===== config.mk =====
export PLATFORM = sky130hd
export DESIGN_NAME = windowed_neighbor_coincidence_detect_unit
export DESIGN_NICKNAME = d
export VERILOG_FILES = /design/src/rtl/core/wncd_pkg.sv /design/src/rtl/core/windowed_neighbor_coincidence_detect_unit.sv /design/src/rtl/core/wncd_ctrl.sv /design/src/rtl/core/wncd_dpath.sv
export VERILOG_INCLUDE_DIRS = /design/src /design/src/rtl/core
export SDC_FILE = /design/constraint.sdc
export NUM_CORES = 2
export LEC_CHECK = 0
export BUFFER_PORTS_ARGS = -buffer_cell sky130_fd_sc_hd__buf_2
export CAP_MARGIN = 10
export CORE_AREA = 10 10 399 401
export DETAILED_ROUTE_END_ITERATION = 10
export DIE_AREA = 0 0 409 411
export PLACE_DENSITY = 0.53
export SYNTH_ARGS = -nofsm -noshare
export SYNTH_HDL_FRONTEND = slang
export SYNTH_SLANG_ARGS = --single-unit

===== constraint.sdc =====
create_clock -name i_clk -period 10.8 [get_ports i_clk]
set_input_delay 1.08 -clock i_clk [delete_from_list [all_inputs] [get_ports i_clk]]
set_output_delay 1.08 -clock i_clk [all_outputs]
set_load 0.02 [all_outputs]

===== src/rtl/core/windowed_neighbor_coincidence_detect_unit_macros.svh =====
// ----------------------------------------------------------------------------
// Assertion macros for the neighbour coincidence detector
// Shorthand for clocked implication and invariant checks with reset masking.
// ----------------------------------------------------------------------------
`ifndef WINDOWED_NEIGHBOR_COINCIDENCE_DETECT_UNIT_MACROS_SVH
`define WINDOWED_NEIGHBOR_COINCIDENCE_DETECT_UNIT_MACROS_SVH

// same-cycle implication
`define WNCD_ASSERT_IMPLY(label, clk, rst_n, ante, cons, msg) \
    label: assert property (@(posedge clk) disable iff (!(rst_n)) (ante) |-> (cons)) \
        else $error(msg);

// next-cycle implication
`define WNCD_ASSERT_NEXT(label, clk, rst_n, ante, cons, msg) \
    label: assert property (@(posedge clk) disable iff (!(rst_n)) (ante) |=> (cons)) \
        else $error(msg);

// invariant
`define WNCD_ASSERT_ALWAYS(label, clk, rst_n, cond, msg) \
    label: assert property (@(posedge clk) disable iff (!(rst_n)) (cond)) \
        else $error(msg);

`endif


===== src/rtl/core/wncd_pkg.sv =====
// ----------------------------------------------------------------------------
// wncd_pkg
// Shared widths, register indexes and controller/datapath interface types.
// ----------------------------------------------------------------------------
package wncd_pkg;

    localparam int RD_W       = 6;
    localparam int ROUND_W    = 32;
    localparam int MASK_W     = 4;
    localparam int HITS_W     = 3;
    localparam int IN_LANES   = 4;
    localparam int NC_W       = 3;
    localparam int WL_W       = 5;
    localparam int VR_W       = 6;
    localparam int CFG_IDX_W  = 2;
    localparam int CFG_DATA_W = 6;

    localparam logic [CFG_IDX_W-1:0] CFG_NEIGHBOR_COUNT = 2'd0;
    localparam logic [CFG_IDX_W-1:0] CFG_WINDOW_LEN     = 2'd1;
    localparam logic [CFG_IDX_W-1:0] CFG_VALUE_RANGE    = 2'd2;

    localparam logic [NC_W-1:0] NC_RESET = 3'd4;
    localparam logic [WL_W-1:0] WL_RESET = 5'd4;
    localparam logic [VR_W-1:0] VR_RESET = 6'd10;

    localparam logic [HITS_W-1:0] MIN_HITS = 3'd3;
    localparam logic [NC_W-1:0]   MIN_ACT  = 3'd2;

    // controller -> datapath
    typedef struct packed {
        logic accept;
        logic clr;
        logic ev_rd;
        logic ev_wr;
        logic in_rd;
        logic in_wr;
        logic pre;
        logic scan;
        logic flush;
    } t_cmd;

    // datapath -> controller
    typedef struct packed {
        logic cfg_clr;
        logic clr_last;
        logic act_ok;
        logic range_zero;
        logic scan_adv;
        logic scan_last;
        logic flush_ok;
    } t_stat;

endpackage


===== src/rtl/core/windowed_neighbor_coincidence_detect_unit.sv =====
// ----------------------------------------------------------------------------
// windowed_neighbor_coincidence_detect_unit
// Sliding-window coincidence detector over up to four neighbour readings.
// ----------------------------------------------------------------------------
// One round is taken at a time. With more than two active neighbours a round
// runs through the sequencer states in order, R being value_range capped at
// VALUE_MAX, and the scan and hand-over wait while the output side stalls:
// read-modify-write on the per-neighbour count memories (evict the oldest
// reading, add the new one), a step to prime the scan, then the ascending
// scan over values 1 to R and a final step to hand over the last event; with
// R zero the round ends after priming. With two or fewer active neighbours a
// round is accepted without leaving idle and gives no results. After reset,
// and after every write of neighbor_count or window_len, a clearing pass over
// max(VALUE_MAX + 1, WINDOW_MAX) entries (33 by default) empties the window
// and counts; no round is taken meanwhile. Configuration writes are always
// accepted.
`include "windowed_neighbor_coincidence_detect_unit_macros.svh"

module windowed_neighbor_coincidence_detect_unit #(
    parameter int WINDOW_MAX = 16,
    parameter int VALUE_MAX  = 32,
    parameter int NEIGHBORS  = 4
) (
    input  logic                              i_clk,
    input  logic                              i_rst_n,
    input  logic                              i_cfg_valid,
    output logic                              o_cfg_ready,
    input  logic [wncd_pkg::CFG_IDX_W-1:0]    i_cfg_index,
    input  logic [wncd_pkg::CFG_DATA_W-1:0]   i_cfg_data,
    input  logic                              i_in_valid,
    output logic                              o_in_stall,
    input  logic [wncd_pkg::RD_W-1:0]         i_reading_0,
    input  logic [wncd_pkg::RD_W-1:0]         i_reading_1,
    input  logic [wncd_pkg::RD_W-1:0]         i_reading_2,
    input  logic [wncd_pkg::RD_W-1:0]         i_reading_3,
    output logic                              o_out_valid,
    input  logic                              i_out_stall,
    output logic [wncd_pkg::ROUND_W-1:0]      o_round_index,
    output logic [wncd_pkg::RD_W-1:0]         o_event_value,
    output logic [wncd_pkg::MASK_W-1:0]       o_trigger_mask,
    output logic [wncd_pkg::HITS_W-1:0]       o_hit_count,
    output logic                              o_last_event
);
    import wncd_pkg::*;

    t_cmd  cmd;
    t_stat stat;
    logic  cfg_we;
    logic  res_ok;
    logic  win_clr_wr;

    assign o_cfg_ready = 1'b1;
    assign cfg_we      = i_cfg_valid && o_cfg_ready;

    wncd_ctrl u_ctrl (
        .i_clk      (i_clk),
        .i_rst_n    (i_rst_n),
        .i_in_valid (i_in_valid),
        .o_in_stall (o_in_stall),
        .i_stat     (stat),
        .o_cmd      (cmd)
    );

    wncd_dpath #(
        .WINDOW_MAX (WINDOW_MAX),
        .VALUE_MAX  (VALUE_MAX),
        .NEIGHBORS  (NEIGHBORS)
    ) u_dpath (
        .i_clk          (i_clk),
        .i_rst_n        (i_rst_n),
        .i_cmd          (cmd),
        .o_stat         (stat),
        .i_cfg_we       (cfg_we),
        .i_cfg_index    (i_cfg_index),
        .i_cfg_data     (i_cfg_data),
        .i_reading_0    (i_reading_0),
        .i_reading_1    (i_reading_1),
        .i_reading_2    (i_reading_2),
        .i_reading_3    (i_reading_3),
        .i_out_stall    (i_out_stall),
        .o_out_valid    (o_out_valid),
        .o_round_index  (o_round_index),
        .o_event_value  (o_event_value),
        .o_trigger_mask (o_trigger_mask),
        .o_hit_count    (o_hit_count),
        .o_last_event   (o_last_event)
    );

    assign res_ok     = (o_hit_count >= MIN_HITS)
                     && (o_hit_count == HITS_W'($countones(o_trigger_mask)));
    assign win_clr_wr = cfg_we
                     && ((i_cfg_index == CFG_NEIGHBOR_COUNT) || (i_cfg_index == CFG_WINDOW_LEN));

    // a presented result is a real coincidence and its count matches its mask
    `WNCD_ASSERT_IMPLY(a_hit_mask, i_clk, i_rst_n, o_out_valid, res_ok, "bad hit count")

    // a window reset must hold off rounds for the clearing pass
    `WNCD_ASSERT_NEXT(a_cfg_clear, i_clk, i_rst_n, win_clr_wr, o_in_stall, "round in clear")

    // the sequencer issues at most one phase command per cycle
    `WNCD_ASSERT_ALWAYS(a_cmd_onehot, i_clk, i_rst_n, $onehot0(cmd), "overlapping commands")

endmodule


===== src/rtl/core/wncd_ctrl.sv =====
// ----------------------------------------------------------------------------
// wncd_ctrl
// Round sequencer: clearing pass, window/count update phases, value scan.
// ----------------------------------------------------------------------------
module wncd_ctrl (
    input  logic             i_clk,
    input  logic             i_rst_n,
    input  logic             i_in_valid,
    output logic             o_in_stall,
    input  wncd_pkg::t_stat  i_stat,
    output wncd_pkg::t_cmd   o_cmd
);
    import wncd_pkg::*;

    typedef enum logic [8:0] {
        S_CLEAR = 9'b000000001,
        S_IDLE  = 9'b000000010,
        S_EVRD  = 9'b000000100,
        S_EVWR  = 9'b000001000,
        S_INRD  = 9'b000010000,
        S_INWR  = 9'b000100000,
        S_PRE   = 9'b001000000,
        S_SCAN  = 9'b010000000,
        S_FLUSH = 9'b100000000
    } t_state;

    t_state r_state;
    t_state n_state;

    always_ff @(posedge i_clk) begin
        if (!i_rst_n) begin
            r_state <= S_CLEAR;
        end else begin
            r_state <= n_state;
        end
    end

    always_comb begin
        n_state = r_state;
        o_cmd   = '0;
        unique case (r_state)
            S_CLEAR: begin
                o_cmd.clr = 1'b1;
                if (i_stat.clr_last) begin
                    n_state = S_IDLE;
                end
            end
            S_IDLE: begin
                o_cmd.accept = i_in_valid;
                if (i_in_valid && i_stat.act_ok) begin
                    n_state = S_EVRD;
                end
            end
            S_EVRD: begin
                o_cmd.ev_rd = 1'b1;
                n_state     = S_EVWR;
            end
            S_EVWR: begin
                o_cmd.ev_wr = 1'b1;
                n_state     = S_INRD;
            end
            S_INRD: begin
                o_cmd.in_rd = 1'b1;
                n_state     = S_INWR;
            end
            S_INWR: begin
                o_cmd.in_wr = 1'b1;
                n_state     = S_PRE;
            end
            S_PRE: begin
                o_cmd.pre = 1'b1;
                n_state   = i_stat.range_zero ? S_IDLE : S_SCAN;
            end
            S_SCAN: begin
                o_cmd.scan = 1'b1;
                if (i_stat.scan_adv && i_stat.scan_last) begin
                    n_state = S_FLUSH;
                end
            end
            S_FLUSH: begin
                o_cmd.flush = 1'b1;
                if (i_stat.flush_ok) begin
                    n_state = S_IDLE;
                end
            end
            default: begin
                n_state = S_CLEAR;
            end
        endcase
        // window/count reset restarts the clearing pass from any state
        if (i_stat.cfg_clr) begin
            n_state = S_CLEAR;
        end
    end

    assign o_in_stall = (r_state != S_IDLE);

endmodule


===== src/rtl/core/wncd_dpath.sv =====
// ----------------------------------------------------------------------------
// wncd_dpath
// Config registers, window store, per-neighbour value counts, scan and
// output registers.
// ----------------------------------------------------------------------------
module wncd_dpath #(
    parameter int WINDOW_MAX = 16,
    parameter int VALUE_MAX  = 32,
    parameter int NEIGHBORS  = 4
) (
    input  logic                               i_clk,
    input  logic                               i_rst_n,
    input  wncd_pkg::t_cmd                     i_cmd,
    output wncd_pkg::t_stat                    o_stat,
    input  logic                               i_cfg_we,
    input  logic [wncd_pkg::CFG_IDX_W-1:0]     i_cfg_index,
    input  logic [wncd_pkg::CFG_DATA_W-1:0]    i_cfg_data,
    input  logic [wncd_pkg::RD_W-1:0]          i_reading_0,
    input  logic [wncd_pkg::RD_W-1:0]          i_reading_1,
    input  logic [wncd_pkg::RD_W-1:0]          i_reading_2,
    input  logic [wncd_pkg::RD_W-1:0]          i_reading_3,
    input  logic                               i_out_stall,
    output logic                               o_out_valid,
    output logic [wncd_pkg::ROUND_W-1:0]       o_round_index,
    output logic [wncd_pkg::RD_W-1:0]          o_event_value,
    output logic [wncd_pkg::MASK_W-1:0]        o_trigger_mask,
    output logic [wncd_pkg::HITS_W-1:0]        o_hit_count,
    output logic                               o_last_event
);
    import wncd_pkg::*;

    localparam int LANES = (NEIGHBORS < IN_LANES) ? NEIGHBORS : IN_LANES;
    localparam int SW    = (WINDOW_MAX > 1) ? $clog2(WINDOW_MAX) : 1;
    localparam int CMPW  = (SW + 1 > WL_W) ? SW + 1 : WL_W;
    localparam int CIW   = $clog2(VALUE_MAX + 1);
    localparam int CW    = $clog2(WINDOW_MAX + 1);
    localparam int CLRN  = (VALUE_MAX + 1 > WINDOW_MAX) ? VALUE_MAX + 1 : WINDOW_MAX;
    localparam int KW    = $clog2(CLRN);
    localparam int RMAX  = (VALUE_MAX < 63) ? VALUE_MAX : 63;
    localparam int LMAX  = (WINDOW_MAX < 31) ? WINDOW_MAX : 31;

    typedef logic [LANES-1:0][RD_W-1:0] t_row;

    // configuration
    logic [NC_W-1:0] r_nc;
    logic [WL_W-1:0] r_wl;
    logic [VR_W-1:0] r_vr;
    logic            cfg_clr;

    logic [WL_W-1:0]  eff_len;
    logic [VR_W-1:0]  eff_range;
    logic [NC_W-1:0]  act;
    logic [LANES-1:0] lane_en;

    always_ff @(posedge i_clk) begin
        if (!i_rst_n) begin
            r_nc <= NC_RESET;
            r_wl <= WL_RESET;
            r_vr <= VR_RESET;
        end else if (i_cfg_we) begin
            case (i_cfg_index)
                CFG_NEIGHBOR_COUNT: r_nc <= i_cfg_data[NC_W-1:0];
                CFG_WINDOW_LEN:     r_wl <= i_cfg_data[WL_W-1:0];
                CFG_VALUE_RANGE:    r_vr <= i_cfg_data[VR_W-1:0];
                default: ;
            endcase
        end
    end

    assign cfg_clr = i_cfg_we &&
        ((i_cfg_index == CFG_NEIGHBOR_COUNT) || (i_cfg_index == CFG_WINDOW_LEN));

    always_comb begin
        if (r_wl == '0) begin
            eff_len = WL_W'(1);
        end else if (r_wl > WL_W'(LMAX)) begin
            eff_len = WL_W'(LMAX);
        end else begin
            eff_len = r_wl;
        end
        eff_range = (r_vr > VR_W'(RMAX)) ? VR_W'(RMAX) : r_vr;
        act       = (r_nc > NC_W'(LANES)) ? NC_W'(LANES) : r_nc;
    end

    // slot and round bookkeeping
    logic [SW-1:0]      r_slot;
    logic [SW-1:0]      slot_eff;
    logic [SW-1:0]      nxt_slot;
    logic [CMPW-1:0]    slot_inc;
    logic [SW-1:0]      r_cur_slot;
    logic [ROUND_W-1:0] r_round;
    logic [ROUND_W-1:0] r_cur_round;

    always_comb begin
        slot_eff = (CMPW'(r_slot) < CMPW'(eff_len)) ? r_slot : '0;
        slot_inc = CMPW'(slot_eff) + CMPW'(1);
        nxt_slot = (slot_inc >= CMPW'(eff_len)) ? '0 : SW'(slot_inc);
    end

    always_ff @(posedge i_clk) begin
        if (!i_rst_n) begin
            r_slot  <= '0;
            r_round <= '0;
        end else begin
            if (cfg_clr) begin
                r_slot <= '0;
            end else if (i_cmd.accept) begin
                r_slot <= nxt_slot;
            end
            if (i_cmd.accept) begin
                r_round <= r_round + ROUND_W'(1);
            end
        end
    end

    logic [RD_W-1:0] rd_in [IN_LANES];
    logic [RD_W-1:0] r_rd  [LANES];

    assign rd_in[0] = i_reading_0;
    assign rd_in[1] = i_reading_1;
    assign rd_in[2] = i_reading_2;
    assign rd_in[3] = i_reading_3;

    always_ff @(posedge i_clk) begin
        if (i_cmd.accept) begin
            r_cur_round <= r_round;
            r_cur_slot  <= slot_eff;
            for (int k = 0; k < LANES; k++) begin
                r_rd[k] <= rd_in[k];
            end
        end
    end

    // clearing pass over both stores
    logic [KW-1:0] r_clr_idx;
    logic          clr_cnt_ok;
    logic          clr_win_ok;

    always_ff @(posedge i_clk) begin
        if (!i_rst_n) begin
            r_clr_idx <= '0;
        end else if (cfg_clr) begin
            r_clr_idx <= '0;
        end else if (i_cmd.clr && (r_clr_idx != KW'(CLRN - 1))) begin
            r_clr_idx <= r_clr_idx + KW'(1);
        end
    end

    assign clr_cnt_ok = (r_clr_idx <= KW'(VALUE_MAX));
    assign clr_win_ok = (r_clr_idx <= KW'(WINDOW_MAX - 1));

    // window store: one row per slot, a zero entry is empty
    t_row            r_win_mem [WINDOW_MAX];
    t_row            r_wrow;
    t_row            win_row_new;
    t_row            win_wdata;
    logic [SW-1:0]   win_addr;
    logic            win_we;
    logic [LANES-1:0] old_valid;
    logic [LANES-1:0] new_valid;

    always_comb begin
        for (int k = 0; k < LANES; k++) begin
            lane_en[k]     = (NC_W'(k) < act);
            old_valid[k]   = (r_wrow[k] != '0);
            new_valid[k]   = (r_rd[k] != '0) && (r_rd[k] <= eff_range);
            win_row_new[k] = lane_en[k] ? (new_valid[k] ? r_rd[k] : '0) : r_wrow[k];
        end
        win_we    = (i_cmd.clr && clr_win_ok) || i_cmd.ev_rd;
        win_addr  = i_cmd.clr ? SW'(r_clr_idx) : r_cur_slot;
        win_wdata = i_cmd.clr ? '0 : win_row_new;
    end

    always_ff @(posedge i_clk) begin
        if (win_we) begin
            r_win_mem[win_addr] <= win_wdata;
        end
        if (i_cmd.accept) begin
            r_wrow <= r_win_mem[slot_eff];
        end
    end

    // scan position: value whose counts sit in the read registers
    logic [RD_W-1:0]  r_v;
    logic [RD_W-1:0]  n_v;
    logic [CW-1:0]    r_cnt_rd [LANES];
    logic [LANES-1:0] present;

    // per-neighbour count memories
    for (genvar k = 0; k < LANES; k++) begin : g_lane
        logic [CW-1:0]  r_mem [VALUE_MAX+1];
        logic [CIW-1:0] raddr;
        logic [CIW-1:0] waddr;
        logic [CW-1:0]  wdata;
        logic           we;

        always_comb begin
            if (i_cmd.ev_rd) begin
                raddr = CIW'(r_wrow[k]);
            end else if (i_cmd.in_rd) begin
                raddr = CIW'(r_rd[k]);
            end else begin
                raddr = CIW'(n_v);
            end
            if (i_cmd.clr) begin
                waddr = CIW'(r_clr_idx);
                wdata = '0;
            end else if (i_cmd.ev_wr) begin
                waddr = CIW'(r_wrow[k]);
                wdata = r_cnt_rd[k] - CW'(1);
            end else begin
                waddr = CIW'(r_rd[k]);
                wdata = r_cnt_rd[k] + CW'(1);
            end
            we = (i_cmd.clr && clr_cnt_ok)
               || (i_cmd.ev_wr && lane_en[k] && old_valid[k] && (r_cnt_rd[k] != '0))
               || (i_cmd.in_wr && lane_en[k] && new_valid[k]);
        end

        always_ff @(posedge i_clk) begin
            if (we) begin
                r_mem[waddr] <= wdata;
            end
            r_cnt_rd[k] <= r_mem[raddr];
        end

        assign present[k] = lane_en[k] && (r_cnt_rd[k] != '0);
    end

    // scan, one-deep pending result and output register
    logic [HITS_W-1:0] hits;
    logic              hit;
    logic              out_free;
    logic              blocked;
    logic              scan_last;
    logic              load_pend;
    logic              load_out;

    logic              r_pend_v;
    logic [RD_W-1:0]   r_pend_value;
    logic [MASK_W-1:0] r_pend_mask;
    logic [HITS_W-1:0] r_pend_hits;
    logic              r_o_valid;

    always_comb begin
        hits      = HITS_W'($countones(present));
        hit       = (hits >= MIN_HITS);
        out_free  = !r_o_valid || !i_out_stall;
        blocked   = hit && r_pend_v && !out_free;
        scan_last = (r_v == eff_range);
        load_pend = i_cmd.scan && hit && !blocked;
        load_out  = r_pend_v && out_free && ((i_cmd.scan && hit) || i_cmd.flush);
        if (i_cmd.pre) begin
            n_v = RD_W'(1);
        end else if (i_cmd.scan && !blocked && !scan_last) begin
            n_v = r_v + RD_W'(1);
        end else begin
            n_v = r_v;
        end
    end

    always_ff @(posedge i_clk) begin
        r_v <= n_v;
    end

    always_ff @(posedge i_clk) begin
        if (!i_rst_n) begin
            r_pend_v  <= 1'b0;
            r_o_valid <= 1'b0;
        end else begin
            if (load_pend) begin
                r_pend_v <= 1'b1;
            end else if (i_cmd.flush && out_free) begin
                r_pend_v <= 1'b0;
            end
            if (load_out) begin
                r_o_valid <= 1'b1;
            end else if (!i_out_stall) begin
                r_o_valid <= 1'b0;
            end
        end
    end

    always_ff @(posedge i_clk) begin
        if (load_pend) begin
            r_pend_value <= r_v;
            r_pend_mask  <= MASK_W'(present);
            r_pend_hits  <= hits;
        end
        if (load_out) begin
            o_round_index  <= r_cur_round;
            o_event_value  <= r_pend_value;
            o_trigger_mask <= r_pend_mask;
            o_hit_count    <= r_pend_hits;
            o_last_event   <= i_cmd.flush;
        end
    end

    assign o_out_valid = r_o_valid;

    always_comb begin
        o_stat            = '0;
        o_stat.cfg_clr    = cfg_clr;
        o_stat.clr_last   = (r_clr_idx == KW'(CLRN - 1));
        o_stat.act_ok     = (act > MIN_ACT);
        o_stat.range_zero = (eff_range == '0);
        o_stat.scan_adv   = !blocked;
        o_stat.scan_last  = scan_last;
        o_stat.flush_ok   = !r_pend_v || out_free;
    end

endmodule

==> metrics.cfg <==
[floorplanning]
chip_width_um=409
floorplan.die.height_um=411
floorplan.initialDensity_pct=35.8
coreArea_mm2=0.151
dieArea_mm2=0.168
num_io_pins=86
placement_rows=143

[grt]
gr-total-overflow=0
grt_start_max_net_pins=90
grt_pass1_vias=31300
grt_first_pass_wirelength_mm=211
grt_antenna_before_repair=7
gr-usage-all-layers_pct=16.6

[timing]
final_hold_viols=0
timing.final.crit_period_ns=6.67
final-max-slew-violation-count=0
setup_tns_ns=0
post-route-period-util_pct=61.8
worstMarginPinSlew_ns=1.25
max-slew-margin-rel_pct=16.7
timing.fmax_mhz=150
rsz_0062_raised_after_global_routing=no
setup_viol=0
skew_ns=0.0240

[worst_setup_path]
path_common_cell=a21oi_1
cp_cell_sequence=nor4_1, a21oi_1, ha_1, ha_1, fa_1, a21oi_1, o2111ai_1, o211a_1, a41oi_1, and2_1, a21oi_1, a21oi_4, mux2i_1, mux2_2, o2111ai_1
timing.critical_path.from=u_dpath.r_cnt_rd[0][0]$_DFF_P_
type_of_the_setup_path_with_the_least_slack=reg -> reg
crit_arrival_ns=7.34
critical_path_data_required_time_ns=11.47
critical_path.startpoint_type=register
worstSetupEndpointType=register
path_max_fanout=30
cp_slowest_cell=a21oi_4
critPathMaxStageDelay_ns=0.89
origin_of_the_critical_flop_to_flop_path=u_dpath.r_cnt_rd[0][0]$_DFF_P_

[cts]
cts.reportedPaths.clkPinSlew_ns=0.06
ctsResizeCount=0
post-cts-setup-buffers=0
tritoncts=yes
tritoncts.num_buffers=142
cts-root-buf=clkbuf_16
cts.sinks=1280
clock_insertion_delay_worst_skew_ns=0.77
post_cts_hold_buffer_count=0
htreeDepth=4
cts-root-to-sink-buffers=3

[synth]
prevailing_post_synth_register_cell=edfxtp_1
synth_seq_area_share_pct=69.3
mappedNetlistArea_mm2=0.0541
synth_area_per_cell_um2=14.5
synth-edff-count=1187
synth-warning-count=0
net_count_synth=3815
post_synth_num_cell_types=91
syn_inst=3721
ys_ff_latch=1280
synthArstFlopShare_pct=0

[power_and_ir_drop]
irDropWorstVdd_mv=0.132
powerDensity_mw_per_mm2=209
totalPowerFinal_mw=12.9
leakage_nw=21.8

[layout]
layout.area.seq_mm2=0.0375
areaGrowthSynthToFinish_pct=13.9
multiInputGateArea_mm2=0.0159
final_layout_size_suffix_gt1_share_pct=15.5
final_net_count=3918
final.fill_count=13900

[min_path]
hold_path.startpoint=u_dpath.r_cur_round[6]$_DFFE_PP_
timing.hold.worst.class=reg -> reg

[detailed_routing]
vias_per_cell=5.35
wirelength_mm=144
drt_first_iter_violations=2797
detail_route.first_pass.iterations=6
drcViolationCount=0
wl_per_cell_um=24.1
detail-route-antenna-nets=0
routed-via-count=31900

[placed_design]
dp.final_hpwl_mm=90.3
routability_congestion_estimate=0.902
placement.io_buffers=84

[outcome]
outcome=completed

[job]
max_cap_violations=0

routing by layer:
| metal | share of wire (%) | wire [µm] | vias to the layer above | track usage [%] |
|---|---|---|---|---|
| met3 | 6.4 | 9230 | 211 | 3.02 |
| met5 | 0.0049 | 7 | - | 0 |
| met4 | 2.4 | 3460 | 2 | 4.88 |
| met1 | 45 | 65000 | 16100 | 23.3 |
| li1 | - | - | 14600 | - |
| met2 | 46 | 65900 | 1029 | 26.0 |
synthesized netlist by cell type, types with 9 or more instances:
| cell | count | area share [%] |
|---|---|---|
| a2111o_1 | 9 | 0.19 |
| a2111oi_0 | 12 | 0.19 |
| a211o_1 | 12 | 0.19 |
| a211oi_1 | 62 | 0.86 |
| a21boi_0 | 12 | 0.17 |
| a21o_1 | 29 | 0.40 |
| a21oi_1 | 145 | 1.3 |
| a221oi_1 | 51 | 0.83 |
| a22oi_1 | 28 | 0.39 |
| a2bb2oi_1 | 27 | 0.44 |
| a31o_2 | 15 | 0.24 |
| a31oi_1 | 25 | 0.29 |
| a32oi_1 | 12 | 0.19 |
| and2_1 | 30 | 0.35 |
| and3_1 | 23 | 0.27 |
| buf_1 | 13 | 0.090 |
| buf_2 | 46 | 0.43 |
| buf_4 | 17 | 0.24 |
| clkbuf_1 | 117 | 0.81 |
| dfxtp_1 | 93 | 3.4 |
| edfxtp_1 | 1187 | 66 |
| ha_1 | 52 | 1.2 |
| inv_1 | 50 | 0.35 |
| mux2_2 | 153 | 3.2 |
| mux2i_1 | 367 | 6.8 |
| nand2_1 | 337 | 2.3 |
| nand2b_1 | 11 | 0.13 |
| nand3_1 | 50 | 0.46 |
| nand4_1 | 19 | 0.22 |
| nor2_1 | 282 | 2.0 |
| nor2b_1 | 56 | 0.65 |
| nor3_1 | 14 | 0.13 |
| nor4_1 | 18 | 0.21 |
| o211a_1 | 11 | 0.20 |
| o211ai_1 | 16 | 0.22 |
| o21a_1 | 18 | 0.25 |
| o21ai_0 | 70 | 0.65 |
| o221ai_1 | 24 | 0.39 |
| o22ai_1 | 10 | 0.12 |
| o32ai_1 | 26 | 0.42 |
| or3_1 | 15 | 0.17 |
| xnor2_1 | 31 | 0.50 |
| xor2_1 | 20 | 0.32 |
logic make-up (layout without fill, tap and decap cells):
family          Yosys count  after routing  synth area share, %
xor+xnor                 51             51                0.825
buf+inv                 247            466                 1.97
compound gates          651            651                 8.60
flops                  1280           1280                 69.3
simple gates            910            910                 7.79
mux                     524            524                 10.1
other cells               1              2              0.00693
fa+ha+maj                57             57                 1.39
metrics by stage:
| step | instances | util, % | hold WS [ns] | setup slack (ns) | instance area [µm²] |
|---|---|---|---|---|---|
| finish | 5971 | 40.8 | 0.408 | 4.13 | 61600 |
| global route | 5970 | 40.8 | 0.421 | 3.78 | 61600 |
| CTS | 5965 | 40.7 | 0.407 | 4.23 | 61600 |
| detailed placement | 5705 | 37.7 | 0.405 | 4.25 | 57100 |
| global placement | 5705 | 37.7 | 0.404 | 4.35 | 57100 |
| floorplan | 3721 | - | 0.400 | 5.66 | 54100 |
layout by cell type, fill, tap and decap left out, drive strengths merged, types with 15 or more instances in the layout:
cell type     n
a31oi        25
a21oi       146
and2         30
and3         24
a2bb2oi      27
mux2i       367
xor2         20
nor4         20
o21a         18
a22oi        28
nor2b        56
nand3        50
clkinv       45
nand2       340
edfxtp     1187
a21boi       16
mux2        153
nor2        285
inv          58
clkbuf      200
nand4        20
o21ai        73
a221oi       51
a31o         15
nor3         18
xnor2        31
o221ai       24
ha           52
o211ai       16
buf         154
dfxtp        93
o32ai        26
or3          15
a211oi       62
a21o         29
cell type report:
| class | instances | area share, % |
|---|---|---|
| Timing Repair Buffer | 154 | 1.53 |
| Tap cell | 2030 | 4.12 |
| Inverter | 52 | 0.325 |
| Clock inverter | 60 | 1.01 |
| Sequential cell | 1280 | 60.9 |
| Multi-Input combinational cell | 2194 | 25.8 |
| Antenna cell | 1 | 0.00406 |
| Clock buffer | 200 | 6.35 |
final timing paths:
kind	endpoint	slack, ns	depth (start not counted)
max	u_dpath.r_cnt_rd[1][3]$_DFF_P_	4.13	15
min	u_dpath.o_round_index[6]$_DFFE_PP_	0.41	0
max reg2reg	u_dpath.r_cnt_rd[1][3]$_DFF_P_	4.13	15
min reg2reg	u_dpath.o_round_index[6]$_DFFE_PP_	0.41	0
worst max-delay path: cells and delay by family, from the launching register on:
kind | cells | cell delay (ns)
multiplexers | 2 | 0.66
AO/OA/AOI/OAI | 8 | 2.97
flip-flops | 1 | 0.37
AND/OR/NAND/NOR | 2 | 1.44
adder cells (fa/ha/maj) | 3 | 1.09
flip-flops by register name, indices dropped and copies added, names as in the netlist, 6 cells and up:
name,count
u_dpath.r_round,32
u_ctrl.r_state,9
u_dpath.o_event_value,6
u_dpath.g_lane.r_mem,660
u_dpath.o_round_index,32
u_dpath.r_wrow,24
u_dpath.r_cnt_rd,20
u_dpath.r_v,6
u_dpath.r_pend_value,6
u_dpath.r_vr,6
u_dpath.r_cur_round,32
u_dpath.r_clr_idx,6
u_dpath.r_rd,24
u_dpath.r_win_mem,384
report_power, final:
group | switching (mW) | internal (mW)
Sequential | 0.123 | 5.86
Combinational | 1.44 | 0.720
Clock | 1.98 | 2.76
Total | 3.54 | 9.34
Power figures use the tool's default switching activity.
